<file path="config.mk">
export PLATFORM = sky130hd
export DESIGN_NAME = ppe_front
export DESIGN_NICKNAME = d
export VERILOG_FILES = /design/src/ppe_pkg.sv /design/src/ppe_front.sv
export SDC_FILE = /design/constraint.sdc
export NUM_CORES = 1
export LEC_CHECK = 0
export ABC_AREA = 0
export ABC_CLOCK_PERIOD_IN_PS = 3440
export BUFFER_PORTS_ARGS = -buffer_cell sky130_fd_sc_hd__clkbuf_2
export CAP_MARGIN = 10
export CORE_AREA = 5 5 200 202
export DETAILED_ROUTE_END_ITERATION = 6
export DIE_AREA = 0 0 205 207
export SYNTH_ARGS = -nofsm -noshare
export SYNTH_HDL_FRONTEND = slang
export SYNTH_SLANG_ARGS = --single-unit
</file>
<file path="constraint.sdc">
create_clock -name vclk -period 3.44
set_input_delay 0.344 -clock vclk [all_inputs]
set_output_delay 0.344 -clock vclk [all_outputs]
set_load 0.02 [all_outputs]
</file>
<file path="src/ppe_pkg.sv">
// ----------------------------------------------------------------------------
// ppe_pkg
// shared types, codes and helpers of the particle partition engine
// ----------------------------------------------------------------------------
package ppe_pkg;

  localparam int CAPACITY_DEF = 1024;
  localparam int IDX_W = 10;
  localparam int PTR_W = 11;
  localparam int WORD_W = 32;
  localparam int RUNG_W = 8;

  // input command codes
  localparam logic [1:0] CMD_WRITE = 2'd0;
  localparam logic [1:0] CMD_PART = 2'd1;
  localparam logic [1:0] CMD_READ = 2'd2;

  // dimension codes
  localparam logic [1:0] DIM_X = 2'd0;
  localparam logic [1:0] DIM_Y = 2'd1;
  localparam logic [1:0] DIM_Z = 2'd2;

  // classified operation codes
  localparam logic [2:0] OP_NOP = 3'd0;
  localparam logic [2:0] OP_WRITE = 3'd1;
  localparam logic [2:0] OP_READ = 3'd2;
  localparam logic [2:0] OP_PART = 3'd3;
  localparam logic [2:0] OP_SPLIT = 3'd4;

  typedef struct packed {
    logic [WORD_W-1:0] pos_x;
    logic [WORD_W-1:0] pos_y;
    logic [WORD_W-1:0] pos_z;
    logic [WORD_W-1:0] vel_x;
    logic [WORD_W-1:0] vel_y;
    logic [WORD_W-1:0] vel_z;
    logic [RUNG_W-1:0] rung;
  } record_t;

  typedef struct packed {
    logic [2:0]        op;
    logic [PTR_W-1:0]  first;
    logic [PTR_W-1:0]  last;
    logic [1:0]        dim;
    logic [WORD_W-1:0] pivot;
    record_t           rec;
  } cmd_t;

  function automatic logic [WORD_W-1:0] key_of(input record_t r, input logic [1:0] dim);
    logic [WORD_W-1:0] k;
    case (dim)
      DIM_X:   k = r.pos_x;
      DIM_Y:   k = r.pos_y;
      default: k = r.pos_z;
    endcase
    return k;
  endfunction

endpackage

</file>
<file path="src/ppe_front.sv">
// ----------------------------------------------------------------------------
// ppe_front
// classifies incoming commands: range checks, end saturation, empty ranges
// ----------------------------------------------------------------------------
module ppe_front
  import ppe_pkg::*;
#(
  parameter int CAPACITY = CAPACITY_DEF
) (
  input  logic [1:0]        command,
  input  logic [IDX_W-1:0]  index,
  input  logic [PTR_W-1:0]  range_end,
  input  logic [1:0]        split_dim,
  input  logic [WORD_W-1:0] pivot,
  input  record_t           rec,
  output cmd_t              cmd
);

  logic             idx_ok;
  logic [PTR_W-1:0] first;
  logic [PTR_W-1:0] last;

  always_comb begin
    idx_ok = (32'(index) < 32'(CAPACITY));
    first = PTR_W'(index);
    // saturate end to capacity
    if (32'(range_end) > 32'(CAPACITY)) begin
      last = PTR_W'(CAPACITY);
    end else begin
      last = range_end;
    end

    cmd.first = first;
    cmd.last = last;
    cmd.pivot = pivot;
    cmd.rec = rec;
    cmd.dim = (split_dim == DIM_X || split_dim == DIM_Y) ? split_dim : DIM_Z;

    unique case (command)
      CMD_WRITE: cmd.op = idx_ok ? OP_WRITE : OP_NOP;
      CMD_READ:  cmd.op = idx_ok ? OP_READ : OP_NOP;
      CMD_PART:  cmd.op = (first < last) ? OP_PART : OP_SPLIT;
      default:   cmd.op = OP_NOP;
    endcase
  end

endmodule

</file>
==> summary.md, run 1 <==
| Metric | Value |
|---|---|
| Syn Area/Cell | `7.36 um2` |
| Comb power frac | `100.0%` |
| GPL Wtd Cong | `0.574` |
| Die height | `207 um` |
| Sw Ratio | `65.0%` |
| CP Cell Sequence | `clkbuf_2, nand2b_1, ha_1, a21o_1, a21oi_2, nor2b_1, a311oi_2, clkbuf_2` |
| Num sequential | `0` |
| Fmax | `0.432 GHz` |
| Syn Inst Count | `302` |
| Area Overhead vs Synth | `-41.8%` |
| Num ports | `516` |
| Utilization after layout | `3.39%` |
| I/O Buffers | `51` |
| Clock buffer count | `0` |
| Sw Pwr | `76.5 uW` |
| Final Max Slew Viols | `0` |
| Core Area | `38,100 um2` |
| Ratio of cells with drive above 1 in the final layout | `51.4%` |
| DP Wirelength | `9.43 mm` |
| Peak supply drop | `0.0265 mV` |
| Final setup fails | `0` |
| Die W | `205 um` |
| Pin count of the biggest net entering global routing | `16` |
| Critical Path AT | `1.97 ns` |
| Post-CTS sizing | `0` |
| Antenna Violating Nets Remaining | `0` |
| Die area | `42,400 um2` |
| Synth warn | `0` |
| Hold buffer count at cts | `0` |
| Via/cell ratio | `1.64` |
| Worst-path fanout max | `15` |
| CP max stage delay | `0.30 ns` |
| Register area | `0 um2` |
| FP Rows | `72` |
| Grt ovf | `0` |
| Post-CTS setup buffer count | `0` |
| Initial antenna violation count | `3` |
| P_int | `41.2 uW` |
| Clock power frac | `0%` |
| First-pass GRT wire length | `11.9 mm` |
| Final Power | `118 uW` |
| Worst Hold Class | `input pin to output pin` |
| Tot GR Track Use | `4.34%` |
| CP most frequent cell | `clkbuf_2` |
| Pleak | `0.437 nW` |
| Setup CP Type | `input pin to output pin` |
| WL per Instance | `16.6 um` |
| Yosys cell types | `21` |
| Final hold viol count | `0` |
| Detailed-route via count | `1,024` |
| Placed cells | `625` |
| # DRC | `0` |
| Status | `completed` |
| Most common library cell in the layout ignoring fill and taps | `clkbuf_2` |
| Hold Startpoint | `rec[113]` |
| CP Launch Type | `input pin` |
| Vias in the first global route | `1,107` |
| Starting density of the core | `5.83%` |
| Final cell count without fillers | `626` |
| Required @ worst endpoint | `3.10 ns` |
| TNS Setup | `0 ns` |
| Period Utilization, post-route | `67.3%` |
| Most frequent cells in the layout | `clkbuf_2, nand2b_1, inv_1, ha_1, nor2b_1` |
| Maxcap violations | `0` |
| Fill count | `4,547` |
| Sequential share of the synthesized area | `0%` |
| Slowest stage cell, crit path | `ha_1` |
| DRT Pass-1 Iters | `3` |
| Initial DRC count | `34` |
| Syn nets | `568` |
| WL final | `10.4 mm` |
| # nets final | `375` |
| CP startpoint | `range_end[10]` |
| Sequential group share of total power | `0%` |
| Synth Cell Area | `2220 um2` |
| Fin crit period | `2.32 ns` |
| Pwr Density | `91.0 nW/um2` |
| Crit. End Element | `output pin` |
| Multi-input gate area | `353 um2` |
| RSZ-0062 raised after global routing | `no` |
[power by group through the flow]
stage,combinational [mW],sequential [mW],clock (mW)
after detailed placement,0.121,0,0
after global placement,0.119,0,0
after CTS,0.121,0,0
final,0.118,0,0.000000000351
after floorplan,0.466,0,0
after global routing,0.128,0,0
[cells in the mapped netlist (2+ instances only)]
cell        n  area, um2
clkbuf_1    3       11.3
a21o_1      2       15.0
inv_1       9       33.8
buf_4     243       1820
a21oi_1     3       15.0
ha_1        9        113
nand2b_1    9       56.3
nor2b_1     6       37.5
a311oi_2    2       30.0
nand2_1     4       15.0
nor2_1      2       7.51
[through the flow]
stage          setup WS, ns  hold WS, ns  instance area [um2]
5_1_grt                1.02        0.688                 1290
3_5_place_dp           1.08        0.688                 1290
6_report               1.12        0.688                 1290
3_3_place_gp           1.16        0.688                 1290
2_1_floorplan          1.34        0.736                 2220
4_1_cts                1.07        0.688                 1290
[routing by layer]
layer / wire (um) / GRT usage, %
met4: 1370 / 4.85
met5: 25 / 0.461
met1: 2540 / 3.48
met2: 3830 / 5.80
met3: 2600 / 3.96
[worst paths after layout]
| check | endpoint | slack [ns] | cells after the start |
|---|---|---|---|
| setup / recovery | cmd[256] | 1.12 | 8 |
| hold / removal | cmd[113] | 0.69 | 0 |
[kinds of logic (layout without fill, tap and decap cells)]
group                    Yosys count  after routing  synth area share [%]
adder cells (fa/ha/maj)            9              9                  5.07
buffers and inverters            255             60                  84.1
XOR/XNOR                           1              1                 0.394
other                              1              2                 0.169
AO/OA/AOI/OAI                     11             11                  3.83
AND/OR/NAND/NOR                   25             25                  6.42
[area by class of cell]
| type | instances | share of cell area (%) |
|---|---|---|
| Timing Repair Buffer | 51 | 19.7 |
| Multi-Input combinational cell | 47 | 27.3 |
| Tap cell | 518 | 50.1 |
| Antenna cell | 1 | 0.194 |
| Inverter | 9 | 2.61 |
[worst max-delay path, delay by kind of cell]
family | cells | cell delay [ns]
buffers and inverters | 2 | 0.39
AO/OA/AOI/OAI | 3 | 0.64
AND/OR/NAND/NOR | 2 | 0.29
adder cells (fa/ha/maj) | 1 | 0.30
Power figures use the tool's default switching activity.
==> run 2, diff against run 1 <==
--- a/config.mk
+++ b/config.mk
@@ -6,12 +6,12 @@
 export NUM_CORES = 1
 export LEC_CHECK = 0
 export ABC_AREA = 0
-export ABC_CLOCK_PERIOD_IN_PS = 3440
+export ABC_CLOCK_PERIOD_IN_PS = 2060
 export BUFFER_PORTS_ARGS = -buffer_cell sky130_fd_sc_hd__clkbuf_2
 export CAP_MARGIN = 10
-export CORE_AREA = 5 5 200 202
+export CORE_AREA = 5 5 198 200
 export DETAILED_ROUTE_END_ITERATION = 6
-export DIE_AREA = 0 0 205 207
+export DIE_AREA = 0 0 203 205
 export SYNTH_ARGS = -nofsm -noshare
 export SYNTH_HDL_FRONTEND = slang
 export SYNTH_SLANG_ARGS = --single-unit
==> constraint.sdc (replaced) <==
create_clock -name vclk -period 2.06
set_input_delay 0.206 -clock vclk [all_inputs]
set_output_delay 0.206 -clock vclk [all_outputs]
set_load 0.02 [all_outputs]
==> summary.md, run 2 (synthesis gave the netlist of run 1 again) <==
| Metric | Value |
|---|---|
| WL final | `9.88 mm (-4.8%)` |
| Setup CP Type | `input pin to output pin` |
| Hold Slack | `0.412 ns (-0.276 ns)` |
| WL per Instance | `16.9 um (+1.9%)` |
| DP Wirelength | `8.94 mm (-5.2%)` |
| Grt ovf | `0 (unchanged)` |
| CP max stage delay | `0.29 ns (about the same)` |
| Antenna Violating Nets Remaining | `0 (unchanged)` |
| Worst-path fanout max | `14 (-1)` |
| Post-CTS setup buffer count | `0 (unchanged)` |
| TNS Setup | `0 ns (unchanged)` |
| Core Area | `37,200 um2 (-2.3%)` |
| Met3 Use GR | `5.13% (+1.2 points)` |
| Crit. End Element | `output pin` |
| Utilization after layout | `3.43% (+0.034 points)` |
| Final setup fails | `0 (unchanged)` |
| Most crowded layer after global routing | `met2` |
| Die height | `205 um (-0.97%)` |
| First-pass GRT wire length | `11.3 mm (-5.5%)` |
| Via/cell ratio | `1.69 (+3.1%)` |
| Fin crit period | `1.92 ns` |
| Tot GR Track Use | `4.21% (-0.13 points)` |
| Register area | `0 um2 (unchanged)` |
| Starting density of the core | `5.97% (+0.14 points)` |
| Pre-CTS WS | `-0.0709 ns (-1.15 ns)` |
| Critical Path AT | `1.72 ns (-0.25 ns)` |
| Die W | `203 um (-0.98%)` |
| DRT Pass-1 Iters | `3 (unchanged)` |
| Detailed-route via count | `987 (-3.6%)` |
| CP Launch Type | `input pin` |
| Clock buffer count | `0 (unchanged)` |
| Pwr Density | `154 nW/um2 (+69%)` |
| # nets final | `378 (+0.80%)` |
| Num sequential | `0 (unchanged)` |
| GRT met2 Usage | `6.48% (+0.68 points)` |
| Period Utilization, post-route | `93.4%` |
| Final Power | `196 uW (+67%)` |
| FP Rows | `71 (-1.4%)` |
| I/O Buffers | `51 (unchanged)` |
| Fmax | `0.520 GHz` |
| Status | `completed` |
| RSZ-0062 raised after global routing | `no` |
| Final hold viol count | `0 (unchanged)` |
| Num ports | `516 (unchanged)` |
| Initial antenna violation count | `3 (unchanged)` |
| Most frequent cells in the layout | `clkbuf_2, inv_1, ha_1` |
| Most common library cell in the layout ignoring fill and taps | `clkbuf_2` |
| Pleak | `0.459 nW (+4.9%)` |
| Placed cell area | `1260 um2 (-2.5%)` |
| Area Overhead vs Synth | `-42.6%` |
| GPL Wtd Cong | `0.566 (-1.4%)` |
| Maxcap violations | `0 (unchanged)` |
| Placed cells | `584 (-6.6%)` |
| # DRC | `0 (unchanged)` |
| Ratio of cells with drive above 1 in the final layout | `54.5% (+3.1 points)` |
| CP Cell Sequence | `clkbuf_4, nand2b_1, ha_1, a21oi_1, o21ai_1, a21o_1, a311oi_2, buf_2` |
| Fin area | `1270 um2 (-1.4%)` |
| Vias in the first global route | `1,090 (-1.5%)` |
| Slowest stage cell, crit path | `ha_1` |
| Die area | `41,600 um2 (-1.9%)` |
| Final cell count without fillers | `585 (-6.5%)` |
| Hold depth | `0 (unchanged)` |
| Initial DRC count | `22 (-35%)` |
| Final Max Slew Viols | `0 (unchanged)` |
| Required @ worst endpoint | `1.85 ns (-1.25 ns)` |
| Pin count of the biggest net entering global routing | `15 (-1)` |
| Setup WS post-layout | `0.136 ns (-0.989 ns)` |
| Grt met1 use | `2.22% (-1.3 points)` |
| Worst Hold Class | `input pin to output pin` |
| Peak supply drop | `0.0188 mV (-29%)` |
run 2: power by group:
group	internal, mW	switching (mW)	total (mW)
clock network	0.0000000423	0	0.0000000423
registers	0	0	0
logic	0.0767	0.120	0.196
total	0.0767	0.120	0.196
run 2: final timing paths:
check,from,end,slack (ns)
worst max-delay path,range_end[10],cmd[257],0.14
worst min-delay path,rec[118],cmd[118],0.41
run 2: timing repair:
| item | in CTS | in global routing |
|---|---|---|
| hold endpoints to repair | 0 | 0 |
| hold buffers | 0 | 0 |
| endpoints found under the setup margin | 3 | 3 |
| gates resized for setup | 2 | 5 |
run 2: layout make-up:
type                            count  area (um2)
Multi-Input combinational cell     47         363
Inverter                            9        33.8
Antenna cell                        1        2.50
Fill cell                        4400       35900
Timing Repair Buffer               54         283
Tap cell                          474         593
run 2: layer usage:
metal,vias to the layer above,wire (um)
met4,4,1120
met2,249,4130
met5,-,33
li1,300,-
met3,116,2830
met1,318,1760
run 2: critical path: cells and delay by family:
family / cells / cell delay, ns
buffers and inverters: 2 / 0.38
and+or+nand+nor: 1 / 0.18
AOI/OAI and AO/OA: 4 / 0.66
adders and majority gates: 1 / 0.29
