### src/ppe_pkg.sv
// ----------------------------------------------------------------------------
// ppe_pkg
// shared types, codes and helpers of the particle partition engine
// ----------------------------------------------------------------------------
package ppe_pkg;

  localparam int CAPACITY_DEF = 1024;
  localparam int IDX_W = 10;
  localparam int PTR_W = 11;
  localparam int WORD_W = 32;
  localparam int RUNG_W = 8;

  // input command codes
  localparam logic [1:0] CMD_WRITE = 2'd0;
  localparam logic [1:0] CMD_PART = 2'd1;
  localparam logic [1:0] CMD_READ = 2'd2;

  // dimension codes
  localparam logic [1:0] DIM_X = 2'd0;
  localparam logic [1:0] DIM_Y = 2'd1;
  localparam logic [1:0] DIM_Z = 2'd2;

  // classified operation codes
  localparam logic [2:0] OP_NOP = 3'd0;
  localparam logic [2:0] OP_WRITE = 3'd1;
  localparam logic [2:0] OP_READ = 3'd2;
  localparam logic [2:0] OP_PART = 3'd3;
  localparam logic [2:0] OP_SPLIT = 3'd4;

  typedef struct packed {
    logic [WORD_W-1:0] pos_x;
    logic [WORD_W-1:0] pos_y;
    logic [WORD_W-1:0] pos_z;
    logic [WORD_W-1:0] vel_x;
    logic [WORD_W-1:0] vel_y;
    logic [WORD_W-1:0] vel_z;
    logic [RUNG_W-1:0] rung;
  } record_t;

  typedef struct packed {
    logic [2:0]        op;
    logic [PTR_W-1:0]  first;
    logic [PTR_W-1:0]  last;
    logic [1:0]        dim;
    logic [WORD_W-1:0] pivot;
    record_t           rec;
  } cmd_t;

  function automatic logic [WORD_W-1:0] key_of(input record_t r, input logic [1:0] dim);
    logic [WORD_W-1:0] k;
    case (dim)
      DIM_X:   k = r.pos_x;
      DIM_Y:   k = r.pos_y;
      default: k = r.pos_z;
    endcase
    return k;
  endfunction

endpackage

### src/ppe_cmd_fifo.sv
// ----------------------------------------------------------------------------
// ppe_cmd_fifo
// two-entry queue of classified commands between front and back
// ----------------------------------------------------------------------------
module ppe_cmd_fifo
  import ppe_pkg::*;
(
  input  logic clk,
  input  logic rst,
  input  logic wr_en,
  input  cmd_t wr_cmd,
  output logic full,
  input  logic rd_en,
  output cmd_t rd_cmd,
  output logic empty
);

  cmd_t       entry [2];
  logic       wr_ptr;
  logic       rd_ptr;
  logic [1:0] count;

  assign full = (count == 2'd2);
  assign empty = (count == 2'd0);
  assign rd_cmd = entry[rd_ptr];

  always_ff @(posedge clk) begin
    if (wr_en && !full) begin
      entry[wr_ptr] <= wr_cmd;
    end
  end

  always_ff @(posedge clk) begin
    if (rst) begin
      wr_ptr <= 1'b0;
      rd_ptr <= 1'b0;
      count <= 2'd0;
    end else begin
      if (wr_en && !full) begin
        wr_ptr <= ~wr_ptr;
      end
      if (rd_en && !empty) begin
        rd_ptr <= ~rd_ptr;
      end
      count <= count + 2'(wr_en && !full) - 2'(rd_en && !empty);
    end
  end

endmodule

### config.mk
export PLATFORM = sky130hd
export DESIGN_NAME = ppe_cmd_fifo
export DESIGN_NICKNAME = d
export VERILOG_FILES = /design/src/ppe_pkg.sv /design/src/ppe_cmd_fifo.sv
export SDC_FILE = /design/constraint.sdc
export NUM_CORES = 1
export LEC_CHECK = 0
export BUFFER_PORTS_ARGS = -buffer_cell sky130_fd_sc_hd__buf_2
export CORE_UTILIZATION = 35
export CTS_CLUSTER_SIZE = 12
export DETAILED_ROUTE_END_ITERATION = 7
export GPL_ROUTABILITY_DRIVEN = 0
export PLACE_DENSITY = 0.68
export SYNTH_ARGS = -nofsm -noshare
export SYNTH_HDL_FRONTEND = slang
export SYNTH_SLANG_ARGS = --single-unit
### constraint.sdc
create_clock -name clk -period 15.77 [get_ports clk]
set_input_delay 0 -clock clk [delete_from_list [all_inputs] [get_ports clk]]
set_output_delay 0 -clock clk [all_outputs]
set_load 0.01 [all_outputs]
==> results.sh, run 1 <==
export IMPL_outcome="finished clean"
export IMPL_port_buffers=523
export IMPL_die_x_um=240
export IMPL_fin_skew_ns=0.0114
export IMPL_crit_arrival_ns=3.72
export IMPL_synth_flop_cell="edfxtp_1"
export IMPL_initial_utilization_pct=35.7
export IMPL_num_vias=10767
export IMPL_post_route_period_util_pct=23.6
export IMPL_grt_busiest_layer="met2"
export IMPL_drcViolationCount=0
export IMPL_grt_max_degree=125
export IMPL_fin_cells=2431
export IMPL_synth_avg_cell_area_um2=23.7
export IMPL_grt_first_pass_wirelength_um=62500
export IMPL_antenna_found_initial=1
export IMPL_synth_top_cell_area_share_pct=78.7
export IMPL_seq_area_mm2=0.0157
export IMPL_crit_path_max_fanout=64
export IMPL_grt_overflow_total=0
export IMPL_startpoint_type="register"
export IMPL_tns_ns=0
export IMPL_cts_root_buf="clkbuf_16"
export IMPL_viasPerCell=4.43
export IMPL_synth_common_cells="edfxtp_1 (518), mux2_4 (202), mux2_2 (57)"
export IMPL_clkSinkCount=523
export IMPL_multi_input_comb_area_mm2=0.00379
export IMPL_clkTransAtPathRegs_ns=0.06
export IMPL_boundaryPins=524
export IMPL_fin_ws_ns=12.05
export IMPL_yosysMostFrequentCell="edfxtp_1"
export IMPL_ys_ff_latch=523
export IMPL_relSlewSlack_pct=26.9
export IMPL_syn_area_mm2=0.0198
export IMPL_finalHoldViolCount=0
export IMPL_period_needed_ns=3.72
export IMPL_route_final_wire_length_um=42700
export IMPL_wl_per_cell_um=17.6
export IMPL_areaGrowthSynthToFinish_pct=37.8
export IMPL_drt_iter0_drc=407
export IMPL_power_density_mw_per_mm2=152
export IMPL_hp_class="in2reg"
export IMPL_synth_edf_count=518
export IMPL_required_ns=15.77
export IMPL_core_mm2=0.0554
export IMPL_use_met1_pct=15.5
export IMPL_final_util_pct=49.2
export IMPL_total_power_mw=4.13
export IMPL_syn_nets=1098
export IMPL_htreeDepth=2
export IMPL_rows=86
export IMPL_irDropWorstVdd_mv=0.114
export IMPL_grtUsageMet2_pct=25.4
export IMPL_cap_violations=0
export IMPL_rsz0062_at_grt="false"
export IMPL_die_area_mm2=0.0574
export IMPL_p_leak_nw=10.6
export IMPL_ys_seq_area_share_pct=79.2
export IMPL_first_pass_iters=5
export IMPL_nets=1920
export IMPL_post_dp_hpwl_um=26600
export IMPL_yosysWarnings=0
export IMPL_cp_end_kind="output pin"
export IMPL_clockBufferDepth=3
export IMPL_ys_types=21
export IMPL_place_ws_ns=12.18
export IMPL_ant_nets=0
export IMPL_tightest_slew_ns=1.10
export IMPL_synth_top_cell_by_area="edfxtp_1"
export IMPL_cts_made_buffers=54
export IMPL_track_usage_pct=14.1
export IMPL_postCtsSetupBuffers=0
export IMPL_timing_fmax_mhz=269
export IMPL_final_fill_count=4488
export IMPL_synth_area_leaders="edfxtp_1 (79%), mux2_4 (15%), mux2_2 (3.2%), buf_6 (1.4%), dfxtp_1 (0.51%)"
export IMPL_drive_gt1_share_pct=51.1
export IMPL_met3_usage_pct=4.40
export IMPL_netlist_instances=833
export IMPL_dp_cells=2084
export IMPL_synthArstFlopShare_pct=0
export IMPL_die_h_um=240
export IMPL_maxSlewViolCount=0
export IMPL_first_global_vias=11476
export IMPL_clk_latency_ns=0.57
export IMPL_finalSetupViolations=0
export IMPL_cts_tree="done"
export IMPL_path_class="reg2out"
## sequential cells by signal, indices dropped and copies added, names as in the netlist, named ones only
signal and flops:
entry 518, count 2, rd_ptr 1, wr_ptr 1
## power breakdown
part / internal (mW) / leakage (nW) / switching [mW]
logic: 0.598 / 4.94 / 0.585
registers: 1.77 / 4.88 / 0.0618
clock network: 0.626 / 0.740 / 0.483
## cell families (layout without fill, tap and decap cells)
group,count (synthesis),count (layout),share of synthesized area (%)
fa+ha+maj,2,2,0.127
flops,523,523,79.2
simple gates,11,11,0.279
compound gates,3,3,0.0886
xor+xnor,2,2,0.0887
buf+inv,33,882,1.60
mux,259,259,18.6
other cells,0,1,0
## through the flow
step | instance area, um^2 | hold WS (ns)
5_1_grt | 27200 | 0.107
6_report | 27200 | 0.148
3_3_place_gp | 23100 | 0.187
3_5_place_dp | 23100 | 0.191
4_1_cts | 27200 | 0.0934
2_1_floorplan | 19800 | 0.0691
## worst max-delay path, stage by stage, from the launching register on
cell	delay [ns]
dfxtp_4	0.70
buf_4	0.86
buf_4	0.93
mux2_2	0.44
buf_2	0.15
## timing repair
item	CTS	global route
endpoints found under the setup margin	0	0
hold endpoints to repair	523	0
hold buffers	263	0
resized for setup	0	0
## metal layers
| layer | part of all wire, % | vias up |
|---|---|---|
| li1 | - | 4962 |
| met1 | 37 | 5347 |
| met2 | 53 | 385 |
| met3 | 7.4 | 73 |
| met4 | 2.3 | 0 |
| met5 | 0 | - |
## cells in the final DEF (no fill, tap or decap)
master           n
buf_4            9
clkbuf_1         7
clkbuf_16       55
o21a_1           1
mux2_2          57
dfxtp_4          1
a21oi_1          1
clkinv_4         1
diode_2          1
xnor2_1          1
inv_6            2
nor2b_1          1
ha_1             2
clkinv_2         6
edfxtp_1       518
nand2b_1         1
mux2_4         202
inv_8            1
nor2_1           4
inv_1            3
or3_1            1
xor2_1           1
and2_1           1
clkinvlp_4       1
o21ai_0          1
nand2_1          1
nor3_1           1
clkinv_1        11
dfxtp_1          4
and3_4           1
dlygate4sd3_1  263
buf_2          523
## worst paths after layout
path / depth (start not counted) / from / to / slack (ns)
setup reg to reg: 4 / count[0] / entry[1][178] / 12.25
setup / recovery: 4 / register / rd_cmd[0] / 12.05
hold reg to reg: 2 / rd_ptr / rd_ptr / 0.52
hold / removal: 2 / wr_cmd[75] / entry[1][75] / 0.15
## final cells by class
class | instances | share of cell area, %
Inverter | 4 | 0.0827
Tap cell | 748 | 3.44
Clock inverter | 21 | 0.386
Multi-Input combinational cell | 277 | 13.9
Clock buffer | 62 | 5.15
Antenna cell | 1 | 0.00919
Sequential cell | 523 | 57.5
Timing Repair Buffer | 795 | 19.5
No activity file was read; power rests on OpenSTA's default activity.
==> inputs of run 2 (changes only) <==
==> constraint.sdc (replaced) <==
create_clock -name clk -period 3.8 [get_ports clk]
set_input_delay 0 -clock clk [delete_from_list [all_inputs] [get_ports clk]]
set_output_delay 0 -clock clk [all_outputs]
set_load 0.01 [all_outputs]
==> results.sh, run 2 (synthesized netlist as in run 1, its figures left out) <==
export IMPL_wl_per_cell_um=18.7
export IMPL_die_area_mm2=0.0574
export IMPL_areaGrowthSynthToFinish_pct=40.0
export IMPL_cts_made_buffers=55
export IMPL_drt_iter0_drc=432
export IMPL_layout_commonest_cell="buf_2"
export IMPL_post_dp_cell_area_mm2=0.0234
export IMPL_final_util_pct=49.9
export IMPL_tightest_slew_ns=0.926
export IMPL_cts_root_buf="clkbuf_16"
export IMPL_initial_utilization_pct=35.7
export IMPL_startpoint_type="register"
export IMPL_p_sw_mw=4.89
export IMPL_p_sw_share_pct=27.7
export IMPL_port_buffers=523
export IMPL_power_frac_clock_pct=27.5
export IMPL_clkTransAtPathRegs_ns=0.06
export IMPL_postCtsSetupBuffers=0
export IMPL_drcViolationCount=0
export IMPL_num_vias=10993
export IMPL_die_x_um=240
export IMPL_internal_power_mw=12.7
export IMPL_pwr_share_seq_pct=43.5
export IMPL_required_ns=3.80
export IMPL_largest_register="entry"
export IMPL_cap_violations=0
export IMPL_timing_fmax_mhz=383
export IMPL_whs_ns=0.143
export IMPL_clkSinkCount=523
export IMPL_power_density_mw_per_mm2=637
export IMPL_finalHoldViolCount=0
export IMPL_path_class="reg2out"
export IMPL_die_h_um=240
export IMPL_first_global_vias=11936
export IMPL_viasPerCell=4.44
export IMPL_rows=86
export IMPL_finalSetupViolations=0
export IMPL_final_fill_count=4408
export IMPL_route_final_wire_length_um=46400
export IMPL_first_pass_iters=5
export IMPL_clockBufferDepth=3
export IMPL_track_usage_pct=15.5
export IMPL_largest_reg_flops=518
export IMPL_dp_cells=2112
export IMPL_postCtsResizedCells=0
export IMPL_maxSlewViolCount=0
export IMPL_post_dp_hpwl_um=29200
export IMPL_grt_max_degree=81
export IMPL_p_leak_nw=10.8
export IMPL_hp_class="in2reg"
export IMPL_fin_skew_ns=0.0175
export IMPL_reg2reg_depth=5
export IMPL_grt_first_pass_wirelength_um=67200
export IMPL_grt_overflow_total=0
export IMPL_period_needed_ns=2.61
export IMPL_largestRegisters="entry (518), count (2)"
export IMPL_boundaryPins=524
export IMPL_layout_common_cells="buf_2 (523), edfxtp_1 (518), dlygate4sd3_1 (263)"
export IMPL_cp_end_kind="output pin"
export IMPL_pwr_share_comb_pct=29.0
export IMPL_irDropWorstVdd_mv=0.427
export IMPL_fin_cells=2477
export IMPL_cts_tree="done"
export IMPL_tns_ns=0
export IMPL_clk_latency_ns=0.58
export IMPL_crit_arrival_ns=2.61
export IMPL_antenna_found_initial=4
export IMPL_htreeDepth=2
export IMPL_outcome="finished clean"
export IMPL_core_mm2=0.0554
export IMPL_drive_gt1_share_pct=51.7
export IMPL_relSlewSlack_pct=38.3
export IMPL_post_route_period_util_pct=68.8
export IMPL_ant_nets=0
export IMPL_nets=1949
export IMPL_crit_path_max_fanout=50
export IMPL_rsz0062_at_grt="false"
export IMPL_hold_depth=2
export IMPL_fin_area_mm2=0.0277
[run 2: changes by cell type in the layout (fill, tap and decap cells not counted), sizes merged]
cell      previous run  this run
bufinv               0         1
inv                  6         3
clkinvlp             1         4
buf                532       560
diode                1         5
clkbuf              62        75
[run 2: timing repair]
action                                 CTS  global route
setup endpoints to repair                0             0
hold buffers                           263             0
endpoints found under the hold margin  523             0
[run 2: path summary, 6_finish.rpt]
check | from | end | slack [ns]
setup / recovery | register | rd_cmd[188] | 1.19
hold / removal | wr_cmd[47] | entry[0][47] | 0.14
setup reg to reg | count[0] | entry[0][180] | 1.48
hold reg to reg | rd_ptr | rd_ptr | 0.52
[run 2: cell type report]
type / instances / area, um^2 / share of cell area [%]
clock inverters: 22 / 125 / 0.452
clock buffers: 75 / 1490 / 5.40
flip-flops and latches: 523 / 15700 / 56.6
diodes: 5 / 12.5 / 0.0452
inverters: 4 / 21.3 / 0.0769
well taps: 748 / 936 / 3.38
repair buffers: 823 / 5600 / 20.3
multi-input cells: 277 / 3810 / 13.8
[run 2: power groups by stage]
stage	combinational (mW)	clock (mW)	sequential [mW]
after floorplan	3.26	0	7.75
after global placement	4.86	0	7.73
after detailed placement	4.90	0	7.78
after CTS	5.14	4.98	7.66
after global routing	5.42	5.20	7.74
final	5.12	4.85	7.67
[run 2: per-stage QoR]
stage	setup slack (ns)	power, mW
6_report	1.19	17.6
5_1_grt	1.04	18.4
4_1_cts	1.12	17.8
3_5_place_dp	1.54	12.7
3_3_place_gp	1.60	12.6
2_1_floorplan	-1.10	11.0
[run 2: worst max-delay path, stage by stage (launching register included)]
cell and delay (ns):
dfxtp_4 0.96, buf_4 0.54, mux2_4 0.35, buf_2 0.14
[run 2: metal layers]
metal	share of wire (%)	global-route usage, %
met1	39	17.5
met2	51	27.1
met3	7.7	5.04
met4	2.9	5.73
met5	0	0
==> inputs of run 3 (changes only) <==
--- a/config.mk
+++ b/config.mk
@@ -5,12 +5,13 @@
 export SDC_FILE = /design/constraint.sdc
 export NUM_CORES = 1
 export LEC_CHECK = 0
+export ABC_AREA = 1
 export BUFFER_PORTS_ARGS = -buffer_cell sky130_fd_sc_hd__buf_2
 export CORE_UTILIZATION = 35
 export CTS_CLUSTER_SIZE = 12
 export DETAILED_ROUTE_END_ITERATION = 7
 export GPL_ROUTABILITY_DRIVEN = 0
-export PLACE_DENSITY = 0.68
+export PLACE_DENSITY = 0.7
 export SYNTH_ARGS = -nofsm -noshare
 export SYNTH_HDL_FRONTEND = slang
 export SYNTH_SLANG_ARGS = --single-unit
==> constraint.sdc (replaced) <==
create_clock -name clk -period 2.3 [get_ports clk]
set_input_delay 0 -clock clk [delete_from_list [all_inputs] [get_ports clk]]
set_output_delay 0 -clock clk [all_outputs]
set_load 0.01 [all_outputs]
==> results.sh, run 3 <==
export IMPL_outcome="finished clean"
export IMPL_place_ws_ns=0.637
export IMPL_clk_latency_ns=0.59
export IMPL_syn_area_mm2=0.0198
export IMPL_syn_nets=1110
export IMPL_final_util_pct=49.9
export IMPL_post_dp_hpwl_um=29500
export IMPL_tightest_slew_ns=0.360
export IMPL_first_global_vias=12026
export IMPL_grt_overflow_total=0
export IMPL_synthArstFlopShare_pct=0
export IMPL_wl_per_cell_um=18.3
export IMPL_clkSinkCount=523
export IMPL_synth_common_cells="edfxtp_1 (518), mux2_4 (202), mux2_2 (57)"
export IMPL_period_needed_ns=2.19
export IMPL_maxSlewViolCount=0
export IMPL_die_area_mm2=0.0575
export IMPL_largest_reg_flops=518
export IMPL_ys_types=12
export IMPL_postCtsResizedCells=0
export IMPL_drt_iter0_drc=481
export IMPL_p_leak_nw=10.8
export IMPL_first_pass_iters=4
export IMPL_hold_depth=2
export IMPL_synth_area_leaders="edfxtp_1 (79%), mux2_4 (15%), mux2_2 (3.2%), buf_6 (1.4%), dfxtp_1 (0.51%)"
export IMPL_num_vias=10989
export IMPL_cts_tree="done"
export IMPL_layout_common_cells="buf_2 (523), edfxtp_1 (518), dlygate4sd3_1 (262)"
export IMPL_worst_path_max_delay_cell="dfxtp_4"
export IMPL_ant_nets=0
export IMPL_clkTransAtPathRegs_ns=0.06
export IMPL_antenna_found_initial=5
export IMPL_drcViolationCount=0
export IMPL_cts_made_buffers=54
export IMPL_hp_class="in2reg"
export IMPL_cap_violations=0
export IMPL_crit_arrival_ns=2.19
export IMPL_crit_path_max_fanout=36
export IMPL_cp_top_family="buffers and inverters"
export IMPL_synth_top_cell_area_share_pct=78.6
export IMPL_ys_seq_area_share_pct=79.1
export IMPL_initial_utilization_pct=35.6
export IMPL_post_route_period_util_pct=95.4
export IMPL_path_cells="buf_12, buf_4, mux2_2, buf_2"
export IMPL_synth_flop_cell="edfxtp_1"
export IMPL_yosysMostFrequentCell="edfxtp_1"
export IMPL_hold_start="wr_cmd[91]"
export IMPL_synth_edf_count=518
export IMPL_yosysWarnings=0
export IMPL_ys_ff_latch=523
export IMPL_path_class="reg2out"
export IMPL_finalSetupViolations=0
export IMPL_cp_end_kind="output pin"
export IMPL_layout_commonest_cell="buf_2"
export IMPL_track_usage_pct=15.2
export IMPL_htreeDepth=2
export IMPL_rows=86
export IMPL_synth_avg_cell_area_um2=23.4
export IMPL_cp_depth=4
export IMPL_largestRegisters="entry (518), count (2)"
export IMPL_r2r_start="count[0]"
export IMPL_drive_gt1_share_pct=51.7
export IMPL_grt_max_degree=48
export IMPL_required_ns=2.30
export IMPL_die_h_um=240
export IMPL_fin_ws_ns=0.107
export IMPL_netlist_instances=845
export IMPL_slowest_delay_ns=0.40
export IMPL_die_x_um=240
export IMPL_largest_register="entry"
export IMPL_rsz0062_at_grt="false"
export IMPL_synth_top_cell_by_area="edfxtp_1"
export IMPL_boundaryPins=524
export IMPL_power_density_mw_per_mm2=1000
export IMPL_port_buffers=523
export IMPL_core_mm2=0.0555
export IMPL_nets=1962
export IMPL_finalHoldViolCount=0
export IMPL_grt_first_pass_wirelength_um=66400
export IMPL_areaGrowthSynthToFinish_pct=40.2
export IMPL_clockBufferDepth=3
export IMPL_timing_fmax_mhz=456
export IMPL_path_buf_inv=3
export IMPL_viasPerCell=4.43
export IMPL_route_final_wire_length_um=45300
export IMPL_cts_root_buf="clkbuf_16"
export IMPL_startpoint_type="register"
export IMPL_total_power_mw=27.7
export IMPL_relSlewSlack_pct=76.0
export IMPL_irDropWorstVdd_mv=0.738
export IMPL_fin_skew_ns=0.0172
export IMPL_reg2reg_depth=6
-- run 3: changes by cell type in the layout (fill, tap and decap cells not counted), moves of 2 or more --
cell / before / now
nand2_1: 1 / 6
nand3_1: 0 / 2
clkinv_1: 14 / 9
inv_6: 0 / 3
clkbuf_16: 57 / 54
inv_1: 2 / 8
buf_12: 6 / 16
buf_4: 31 / 24
diode_2: 5 / 3
nor2_1: 4 / 8
clkinvlp_4: 4 / 1
-- run 3: worst reg2reg max path, cell delays in order (launching register included) --
cell,delay (ns)
dfxtp_2,0.34
inv_2,0.05
nand2_4,0.08
nand2_2,0.08
nor2_4,0.17
buf_12,0.26
buf_12,0.33
-- run 3: cells by family (layout without fill, tap and decap cells) --
family                   count (synthesis)  after routing  share of synthesized area, %
buffers and inverters                   39            926                          1.71
adder cells (fa/ha/maj)                  2              2                         0.126
AND/OR/NAND/NOR                         20             20                         0.398
flip-flops                             523            523                          79.1
AO/OA/AOI/OAI                            2              2                        0.0506
other                                    0              3                             0
multiplexers                           259            259                          18.6
-- run 3: area by class of cell --
type | instances | area [um^2]
fillers | 4479 | 27800
repair buffers | 825 | 5740
diodes | 3 | 7.51
inverters | 10 | 41.3
flip-flops and latches | 523 | 15700
well taps | 748 | 936
multi-input cells | 283 | 3810
clock buffers | 72 | 1420
clock inverters | 19 | 110
-- run 3: final timing paths --
kind,slack [ns],to
max,0.11,rd_cmd[38]
min,0.13,entry[0][91]
max reg2reg,0.63,entry[0][182]
min reg2reg,0.54,rd_ptr
-- run 3: repair_timing --
item,4_1_cts,5_1_grt
setup endpoints to repair,0,0
hold buffers,262,0
hold endpoints to repair,523,0
setup buffers,0,0
-- run 3: layer usage --
layer	track usage, %	vias to the layer above	wire, um	share of wire, %
met2	27.2	431	23500	52
met5	0	-	0	0
met3	5.45	87	3900	8.6
met4	5.89	0	1420	3.1
met1	16.1	5418	16500	36
li1	-	5053	-	-
-- run 3: through the flow --
step           cells  hold slack, ns  TNS (ns)  cell area, um^2
2_1_floorplan    845          0.0638  -1277.96            19800
3_3_place_gp    2127           0.168         0            23600
3_5_place_dp    2127           0.171         0            23600
4_1_cts         2480          0.0848         0            27700
5_1_grt         2482          0.0970         0            27700
6_report        2483           0.132         0            27700
-- run 3: where the power goes --
group / total (mW) / internal (mW) / switching [mW]
Combinational: 7.63 / 3.82 / 3.81
Clock: 7.68 / 4.30 / 3.38
Sequential: 12.4 / 12.1 / 0.343
